`config.mk`:
```
export PLATFORM = sky130hd
export DESIGN_NAME = dive_log_sample_decoder
export DESIGN_NICKNAME = d
export VERILOG_FILES = /design/src/rtl/dlsd_pkg.sv /design/src/rtl/dlsd_core.sv /design/src/rtl/dlsd_out_buf.sv /design/src/rtl/dive_log_sample_decoder.sv
export SDC_FILE = /design/constraint.sdc
export NUM_CORES = 1
export LEC_CHECK = 0
export BUFFER_PORTS_ARGS = -buffer_cell sky130_fd_sc_hd__buf_2
export CAP_MARGIN = 20
export CORE_UTILIZATION = 30
export DETAILED_ROUTE_END_ITERATION = 10
export HOLD_SLACK_MARGIN = 0.12
export PLACE_DENSITY_LB_ADDON = 0.2
export SYNTH_ARGS = -nofsm -noshare
export SYNTH_HDL_FRONTEND = slang
export SYNTH_HIERARCHICAL = 1
export SYNTH_SLANG_ARGS = --single-unit
export TNS_END_PERCENT = 100
```
`constraint.sdc`:
```
create_clock -name clk -period 6 [get_ports clk]
set_clock_uncertainty 0.2 [all_clocks]
set_input_delay 1.2 -clock clk [delete_from_list [all_inputs] [get_ports clk]]
set_output_delay 1.2 -clock clk [all_outputs]
set_load 0.02 [all_outputs]
```
`src/rtl/dlsd_pkg.sv`:
```
`timescale 1ns / 1ps
`default_nettype none
// ---------------------------------------------------------------------------
// dlsd_pkg - dive log sample decoder package
// shared types, register indexes and field constants
// ---------------------------------------------------------------------------
package dlsd_pkg;

    // configuration port index width (wider than the register list)
    localparam int CFG_IDX_W = 4;

    localparam logic [CFG_IDX_W-1:0] REG_FREEDIVE   = 4'd0;
    localparam logic [CFG_IDX_W-1:0] REG_FORMAT     = 4'd1;
    localparam logic [CFG_IDX_W-1:0] REG_START_PRES = 4'd2;
    localparam logic [CFG_IDX_W-1:0] REG_GAS_KNOWN  = 4'd3;

    localparam logic [1:0] FMT_TWO_BYTE   = 2'd0;
    localparam logic [1:0] FMT_THREE_BYTE = 2'd1;
    localparam logic [1:0] FMT_FIVE_BYTE  = 2'd2;

    localparam logic [15:0] DEPTH_MASK  = 16'h07FF;
    localparam logic [5:0]  DIVE_STEP_S = 6'd20;
    localparam logic [1:0]  PHASE_LAST  = 2'd2;

    typedef struct packed {
        logic        freedive_session;
        logic [1:0]  record_format;
        logic [15:0] start_pressure_centibar;
        logic        gas_known;
    } cfg_t;

    typedef struct packed {
        logic [15:0] sample_word;
        logic [7:0]  aux_byte_a;
        logic [7:0]  aux_byte_b;
        logic [7:0]  aux_byte_c;
        logic [7:0]  aux_byte_d;
        logic        final_record;
    } item_t;

    typedef struct packed {
        logic [31:0] time_s;
        logic [15:0] depth_dm;
        logic [1:0]  ascent_level;
        logic        ceiling_violation;
        logic        deco_stop;
        logic        gas_change;
        logic        pressure_valid;
        logic [15:0] pressure_centibar;
        logic        dive_end;
        logic        last;
    } result_t;

endpackage
`default_nettype wire

```
`src/rtl/dlsd_core.sv`:
```
`timescale 1ns / 1ps
`default_nettype none
// ---------------------------------------------------------------------------
// dlsd_core - record decode and dive state
// decodes one registered record into one or two results and updates the
// per-dive state (elapsed time, tank pressure, pressure phase, gas flag)
// ---------------------------------------------------------------------------
module dlsd_core (
    input  wire logic             clk,
    input  wire logic             rst_n,
    input  wire dlsd_pkg::cfg_t    cfg,
    input  wire dlsd_pkg::item_t   item,
    input  wire logic             advance,
    output dlsd_pkg::result_t      res_first,
    output dlsd_pkg::result_t      res_second,
    output logic                  two_results
);
    import dlsd_pkg::*;

    logic [31:0] time_reg,  time_next;
    logic [15:0] press_reg, press_next;
    logic [1:0]  phase_reg, phase_next;
    logic        gas_reg,   gas_next;
    logic        open_reg,  open_next;

    logic [15:0] press_base;
    logic [13:0] surf_s;
    logic [13:0] dive_s;
    logic [14:0] both_s;
    logic [32:0] sum_surf;
    logic [32:0] sum_both;
    logic [32:0] sum_step;
    logic [31:0] t_surf;
    logic [31:0] t_both;
    logic [31:0] t_step;
    logic [14:0] drop;
    logic [15:0] press_drop;
    logic [1:0]  phase_adv;
    logic        announce;

    always_comb
    begin
        press_base = open_reg ? press_reg : cfg.start_pressure_centibar;

        // minutes * 60 as (m << 6) - (m << 2)
        surf_s = {6'd0, item.aux_byte_c}
               + ({item.aux_byte_d, 6'd0} - {4'd0, item.aux_byte_d, 2'd0});
        dive_s = {6'd0, item.aux_byte_a}
               + ({item.aux_byte_b, 6'd0} - {4'd0, item.aux_byte_b, 2'd0});
        both_s = {1'b0, surf_s} + {1'b0, dive_s};

        // saturating adds, both freedive points taken from the old time
        sum_surf = {1'b0, time_reg} + {19'd0, surf_s};
        sum_both = {1'b0, time_reg} + {18'd0, both_s};
        sum_step = {1'b0, time_reg} + {27'd0, DIVE_STEP_S};
        t_surf   = sum_surf[32] ? '1 : sum_surf[31:0];
        t_both   = sum_both[32] ? '1 : sum_both[31:0];
        t_step   = sum_step[32] ? '1 : sum_step[31:0];

        // byte * 100 as (b << 6) + (b << 5) + (b << 2)
        drop = {1'b0, item.aux_byte_a, 6'd0} + {2'd0, item.aux_byte_a, 5'd0}
             + {5'd0, item.aux_byte_a, 2'd0};
        press_drop = ({1'b0, drop} > press_base) ? 16'd0 : press_base - {1'b0, drop};

        phase_adv = (phase_reg >= PHASE_LAST) ? 2'd0 : phase_reg + 2'd1;
        announce  = cfg.gas_known && !gas_reg;

        res_first  = '0;
        res_second = '0;
        time_next  = time_reg;
        press_next = press_base;
        phase_next = phase_reg;
        gas_next   = gas_reg;
        open_next  = 1'b1;

        if (cfg.freedive_session)
        begin
            two_results          = 1'b1;
            res_first.time_s     = t_surf;
            res_first.dive_end   = item.final_record;
            res_second.time_s    = t_both;
            res_second.depth_dm  = item.sample_word;
            res_second.dive_end  = item.final_record;
            res_second.last      = 1'b1;
            time_next            = t_both;
        end
        else
        begin
            two_results                 = 1'b0;
            res_first.time_s            = t_step;
            res_first.depth_dm          = item.sample_word & DEPTH_MASK;
            res_first.ascent_level      = item.sample_word[15:14];
            res_first.ceiling_violation = item.sample_word[13];
            res_first.deco_stop         = item.sample_word[12];
            res_first.gas_change        = announce;
            res_first.dive_end          = item.final_record;
            res_first.last              = 1'b1;
            time_next                   = t_step;
            phase_next                  = phase_adv;
            if (announce)
                gas_next = 1'b1;
            case (cfg.record_format)
                FMT_THREE_BYTE:
                begin
                    res_first.pressure_valid    = 1'b1;
                    res_first.pressure_centibar = {1'b0, drop};
                end
                FMT_FIVE_BYTE:
                begin
                    if (phase_adv == 2'd0)
                    begin
                        press_next                  = press_drop;
                        res_first.pressure_valid    = 1'b1;
                        res_first.pressure_centibar = press_drop;
                    end
                end
                default:
                begin
                    res_first.pressure_valid = 1'b0;
                end
            endcase
        end

        // final record closes the dive
        if (item.final_record)
        begin
            time_next  = '0;
            press_next = cfg.start_pressure_centibar;
            phase_next = '0;
            gas_next   = 1'b0;
            open_next  = 1'b0;
        end
    end

    always_ff @(posedge clk or negedge rst_n)
    begin
        if (!rst_n)
        begin
            time_reg  <= '0;
            press_reg <= '0;
            phase_reg <= '0;
            gas_reg   <= 1'b0;
            open_reg  <= 1'b0;
        end
        else if (advance)
        begin
            time_reg  <= time_next;
            press_reg <= press_next;
            phase_reg <= phase_next;
            gas_reg   <= gas_next;
            open_reg  <= open_next;
        end
    end

endmodule
`default_nettype wire

```
`src/rtl/dlsd_out_buf.sv`:
```
`timescale 1ns / 1ps
`default_nettype none
// ---------------------------------------------------------------------------
// dlsd_out_buf - two-entry result buffer
// holds the one or two results of a record and hands them out in order
// ---------------------------------------------------------------------------
module dlsd_out_buf (
    input  wire logic             clk,
    input  wire logic             rst_n,
    input  wire logic             load,
    input  wire dlsd_pkg::result_t res_first,
    input  wire dlsd_pkg::result_t res_second,
    input  wire logic             two_results,
    input  wire logic             stall,
    output logic                  can_load,
    output logic                  valid,
    output dlsd_pkg::result_t      head
);
    import dlsd_pkg::*;

    result_t    slot0_reg, slot0_next;
    result_t    slot1_reg, slot1_next;
    logic [1:0] cnt_reg,   cnt_next;
    logic       pop;

    always_comb
    begin
        valid    = (cnt_reg != 2'd0);
        head     = slot0_reg;
        pop      = valid && !stall;
        can_load = (cnt_reg == 2'd0) || ((cnt_reg == 2'd1) && pop);

        slot0_next = slot0_reg;
        slot1_next = slot1_reg;
        cnt_next   = cnt_reg;
        if (load)
        begin
            slot0_next = res_first;
            slot1_next = res_second;
            cnt_next   = two_results ? 2'd2 : 2'd1;
        end
        else if (pop)
        begin
            slot0_next = slot1_reg;
            cnt_next   = cnt_reg - 2'd1;
        end
    end

    always_ff @(posedge clk or negedge rst_n)
    begin
        if (!rst_n)
            cnt_reg <= '0;
        else
            cnt_reg <= cnt_next;
    end

    always_ff @(posedge clk)
    begin
        slot0_reg <= slot0_next;
        slot1_reg <= slot1_next;
    end

endmodule
`default_nettype wire

```
`src/rtl/dive_log_sample_decoder.sv`:
```
`timescale 1ns / 1ps
`default_nettype none
// ---------------------------------------------------------------------------
// dive_log_sample_decoder - profile record decoder
// turns raw dive log records into timed depth, flag and pressure results
// ---------------------------------------------------------------------------
// usage:
//   input channel: in_valid / in_stall with one record per transaction
//   output channel: out_valid / out_stall with one result per transaction
//   config channel: cfg_valid / cfg_ready / cfg_index / cfg_data, always
//     ready; write only while no record is in flight
//   an accepted record passes the input register, then the result buffer,
//     and waits in the input register while the buffer cannot load
//   throughput: one record per cycle in dive mode while out_stall is low;
//     freedive records give two results each, so the single output port
//     admits a new record only as the previous second result leaves
//   the input register is taken again in the cycle its record moves into
//     the result buffer, so records stream while results are drained
//   out_stall holds the result buffer; once it cannot load and the
//     input register is full, in_stall rises and the record waits unchanged
//   reset clears dive state, empties both stages and loads the register
//     reset values (gas_known set, all others zero)
// ---------------------------------------------------------------------------
module dive_log_sample_decoder (
    input  wire logic                            clk,
    input  wire logic                            rst_n,
    // configuration
    input  wire logic                            cfg_valid,
    output logic                                 cfg_ready,
    input  wire logic [dlsd_pkg::CFG_IDX_W-1:0] cfg_index,
    input  wire logic [31:0]                     cfg_data,
    // record input
    input  wire logic                            in_valid,
    output logic                                 in_stall,
    input  wire logic [15:0]                     sample_word,
    input  wire logic [7:0]                      aux_byte_a,
    input  wire logic [7:0]                      aux_byte_b,
    input  wire logic [7:0]                      aux_byte_c,
    input  wire logic [7:0]                      aux_byte_d,
    input  wire logic                            final_record,
    // result output
    output logic                                 out_valid,
    input  wire logic                            out_stall,
    output logic [31:0]                          time_s,
    output logic [15:0]                          depth_dm,
    output logic [1:0]                           ascent_level,
    output logic                                 ceiling_violation,
    output logic                                 deco_stop,
    output logic                                 gas_change,
    output logic                                 pressure_valid,
    output logic [15:0]                          pressure_centibar,
    output logic                                 dive_end,
    output logic                                 last
);
    import dlsd_pkg::*;

    cfg_t    cfg_reg;
    item_t   item_reg;
    logic    in_vld_reg, in_vld_next;
    logic    advance;
    logic    can_load;
    logic    in_take;
    logic    two_results;
    result_t res_first;
    result_t res_second;
    result_t head;

    // configuration registers, write always completes
    assign cfg_ready = 1'b1;

    always_ff @(posedge clk or negedge rst_n)
    begin
        if (!rst_n)
        begin
            cfg_reg.freedive_session        <= 1'b0;
            cfg_reg.record_format           <= FMT_TWO_BYTE;
            cfg_reg.start_pressure_centibar <= '0;
            cfg_reg.gas_known               <= 1'b1;
        end
        else if (cfg_valid && cfg_ready)
        begin
            case (cfg_index)
                REG_FREEDIVE:   cfg_reg.freedive_session        <= cfg_data[0];
                REG_FORMAT:     cfg_reg.record_format           <= cfg_data[1:0];
                REG_START_PRES: cfg_reg.start_pressure_centibar <= cfg_data[15:0];
                REG_GAS_KNOWN:  cfg_reg.gas_known               <= cfg_data[0];
                default:        cfg_reg                         <= cfg_reg;
            endcase
        end
    end

    // input register: refilled in the same cycle its record moves on
    assign advance  = in_vld_reg && can_load;
    assign in_stall = in_vld_reg && !advance;
    assign in_take  = in_valid && !in_stall;

    always_comb
    begin
        in_vld_next = in_vld_reg;
        if (in_take)
            in_vld_next = 1'b1;
        else if (advance)
            in_vld_next = 1'b0;
    end

    always_ff @(posedge clk or negedge rst_n)
    begin
        if (!rst_n)
            in_vld_reg <= 1'b0;
        else
            in_vld_reg <= in_vld_next;
    end

    always_ff @(posedge clk)
    begin
        if (in_take)
        begin
            item_reg.sample_word  <= sample_word;
            item_reg.aux_byte_a   <= aux_byte_a;
            item_reg.aux_byte_b   <= aux_byte_b;
            item_reg.aux_byte_c   <= aux_byte_c;
            item_reg.aux_byte_d   <= aux_byte_d;
            item_reg.final_record <= final_record;
        end
    end

    // decode and dive state, committed when the record moves on
    dlsd_core u_core (
        .clk         (clk),
        .rst_n       (rst_n),
        .cfg         (cfg_reg),
        .item        (item_reg),
        .advance     (advance),
        .res_first   (res_first),
        .res_second  (res_second),
        .two_results (two_results)
    );

    // result buffer in front of the output channel
    dlsd_out_buf u_out_buf (
        .clk         (clk),
        .rst_n       (rst_n),
        .load        (advance),
        .res_first   (res_first),
        .res_second  (res_second),
        .two_results (two_results),
        .stall       (out_stall),
        .can_load    (can_load),
        .valid       (out_valid),
        .head        (head)
    );

    assign time_s            = head.time_s;
    assign depth_dm          = head.depth_dm;
    assign ascent_level      = head.ascent_level;
    assign ceiling_violation = head.ceiling_violation;
    assign deco_stop         = head.deco_stop;
    assign gas_change        = head.gas_change;
    assign pressure_valid    = head.pressure_valid;
    assign pressure_centibar = head.pressure_centibar;
    assign dive_end          = head.dive_end;
    assign last              = head.last;

endmodule
`default_nettype wire

```
==> summary.txt <==
Status
  • Status: completed

Yosys
  • Number of flops mapped to enable cells by yosys: 193
  • Synthesis-stage register bit count: 268
  • Synth Cell Area: 0.0173 mm2
  • Register area share after synthesis: 0.443
  • Ys Warns: 6
  • Largest area contributor in the synthesized netlist: edfxtp_1
  • Leading post-synthesis cells by cell area: edfxtp_1 (33%), dfrtp_1 (11%), ha_1 (6.7%)
  • Synth Instances: 1597
  • Synth Flop Type: edfxtp_1
  • Top-area cell type share of the netlist area: 0.334
  • Yosys cell types: 101
  • Ys async rst share: 0.280
  • Mean Syn Cell Area: 10.9 um2

Clock network
  • Post-CTS Hold Fix Bufs: 0
  • CTS tree: done
  • Clock latency on the worst-skew pair: 0.56 ns
  • H-tree level count: 2
  • Clock tree buffer depth: 3
  • Postcts setup bufs: 0
  • Sink Count: 268
  • CTS buffer count: 34
  • CTS root buf: clkbuf_16
  • CTS clk-pin slew, worst paths: 0.06 ns

Cells and area
  • N_diodes: 0
  • Post-route cell area: 0.0199 mm2
  • FF/Latch Area: 0.00767 mm2
  • Layout net count: 1940
  • Area occupied by multi-input gates: 0.00872 mm2
  • Layout cells sized above 1: 0.225
  • Layout overhead on the synthesized area: 15.0%
  • Fillers: 5650

Route
  • Final WL: 46400 um
  • Post-route DRC violation count: 0
  • Iter 0 DRT Violations: 776
  • Routed vias: 12500
  • DR WL/cell: 18.5 um
  • TritonRoute pass-1 iters: 7
  • Routed Antenna Nets: 0
  • Avg Vias per Cell: 4.95

Global route
  • Met1 usage: 0.203
  • Largest net degree at the start of global routing: 66
  • First-pass GRT wire length: 72100 um
  • GRT Util Overall: 0.157
  • Grt peak-use layer: met2
  • Vias in the first global route: 12400
  • Met3 GRT Util: 0.0317
  • Routing usage on met2: 0.263
  • Gr ovfl total: 0
  • Initial antenna violation count: 1

Floorplan
  • Core area: 0.0567 mm2
  • Die area: 0.0588 mm2
  • Initial core utilization: 0.306
  • IO Count: 165
  • Cell Rows: 87
  • Die H: 242 um
  • Chip width: 242 um

Timing
  • Worst-Margin Slew: 1.03 ns
  • Minimum clock period: 5.59 ns
  • Final setup violation count: 0
  • Hold WS: 0.304 ns
  • Setup TNS Final: 0 ns
  • FMAX: 179 MHz
  • Final hold vios: 0
  • Max-slew violations: 0
  • Final Cycle Share: 0.931
  • Unrepaired setup endpoints after global routing: no
  • Slew HR: 0.314

Critical path
  • Crit-path max FO: 7
  • CP max stage delay: 0.38 ns
  • CP dominant cell by count: ha_1
  • WS Path Type: flop to flop
  • Signal arrival time at the worst endpoint: 5.69 ns
  • Crit path buffers/inverters: 1
  • CP Launch Type: flop
  • Critical Path Sink Type: flop
  • WP depth: 21
  • Worst Reg-to-Reg Cells: 21
  • Worst endpoint required time: 6.11 ns
  • Worst-path cell chain: inv_1, ha_1, ha_1, o21bai_1, a21oi_2, o21ai_0, a31oi_1, nor2b_1, o21a_1, o41a_1, xor2_1, ha_1, and3_1, a221o_1, a21oi_1, o31ai_2, a21oi_2, a32oi_4, o31ai_1, o31ai_1, mux2_2
  • Worst path slowest cell: edfxtp_1
  • CP top delay family: compound AO/OA/AOI/OAI gates

Placed design
  • Hpwl dp: 32500 um
  • Post-place instance area: 0.0188 mm2
  • IO buf count: 147
  • Routability cong.: 0.891

Min path
  • Hold Path Class: flop to flop
  • Worst Hold Depth: 1

Flow run
  • Max_cap viols: 0
metrics by stage:
step	util	cells	setup slack [ns]
4_1_cts	0.351	2514	0.328
3_3_place_gp	0.331	2452	0.342
6_report	0.352	2514	0.415
2_1_floorplan	-	1623	0.685
3_5_place_dp	0.331	2452	0.319
5_1_grt	0.352	2514	0.0171
cells in the final DEF, fill, tap and decap left out, types with 13 or more instances in the layout:
cell type / instances
inv_1: 123
a21oi_1: 127
o21bai_1: 14
ha_1: 93
o21ai_0: 65
a31oi_1: 19
and2_1: 25
nand4_1: 17
buf_4: 34
buf_2: 146
a22oi_1: 22
edfxtp_1: 193
o21a_1: 13
nand2_1: 67
mux2_4: 47
xnor2_1: 56
dfrtp_1: 73
xor2_1: 36
clkbuf_16: 35
nor2b_1: 25
nor2_1: 100
mux2_2: 58
o21ai_1: 15
nand3_1: 41
fa_1: 25
nor3_1: 21
conb_1: 28
cell families (layout without fill, tap and decap cells):
logic type / Yosys count / after routing / synth area share
AND/OR/NAND/NOR: 382 / 382 / 0.118
AO/OA/AOI/OAI: 392 / 392 / 0.151
adder cells (fa/ha/maj): 118 / 118 / 0.0960
buffers and inverters: 230 / 365 / 0.0629
other: 2 / 28 / 0.000433
flip-flops: 268 / 268 / 0.443
XOR/XNOR: 93 / 93 / 0.0470
multiplexers: 112 / 112 / 0.0824
metal layers:
| layer | up-vias | routed length, um | part of all wire |
|---|---|---|---|
| met2 | 345 | 22400 | 0.48 |
| met3 | 75 | 2680 | 0.058 |
| li1 | 6028 | - | - |
| met1 | 6006 | 20300 | 0.44 |
| met4 | 2 | 1100 | 0.024 |
| met5 | - | 13 | 0.00028 |
path summary, 6_finish.rpt:
kind	from	end	slack [ns]
worst min-delay path	u_core/press_reg[1]$_DFFE_PN0P_	u_core/press_reg[1]$_DFFE_PN0P_	0.30
min in group asynchronous	rst_n	u_out_buf/cnt_reg[1]$_DFFE_PN0P_	0.52
max in group asynchronous	rst_n	cfg_reg[0]$_DFFE_PN1P_	4.11
worst max register to register	item_reg[1]$_DFFE_PP_	u_out_buf/head[67]$_DFFE_PP_	0.41
worst max-delay path	item_reg[1]$_DFFE_PP_	u_out_buf/head[67]$_DFFE_PP_	0.41
worst min register to register	u_core/press_reg[1]$_DFFE_PN0P_	u_core/press_reg[1]$_DFFE_PN0P_	0.30
repair_timing:
| item | in CTS | in global routing |
|---|---|---|
| setup endpoints to repair | 0 | 6 |
| gates resized for setup | 0 | 5 |
| hold endpoints to repair | 0 | 0 |
final cells by class:
type / count / area share
multi-input cells: 1125 / 0.437
well taps: 756 / 0.0474
repair buffers: 180 / 0.0495
clock buffers: 43 / 0.0464
inverters: 123 / 0.0232
flip-flops and latches: 268 / 0.385
clock inverters: 19 / 0.0113
cells in the mapped netlist (14+ instances only):
cell	n
a31oi_1	19
nand4_1	17
nand3_1	41
xor2_1	37
dfrtp_1	74
nand2_1	67
and2_1	27
o21ai_1	15
a22oi_1	22
xnor2_1	56
a21oi_1	128
mux2_4	47
mux2_2	58
o21ai_0	65
buf_2	19
inv_1	123
nor2_1	100
o21bai_1	14
fa_1	25
buf_4	36
clkbuf_1	41
ha_1	93
nor2b_1	25
edfxtp_1	193
nor3_1	21
Power is left out: the tool's default activity adds up to more than one toggle a clock period on the data nets, which glitch-free logic cannot reach.
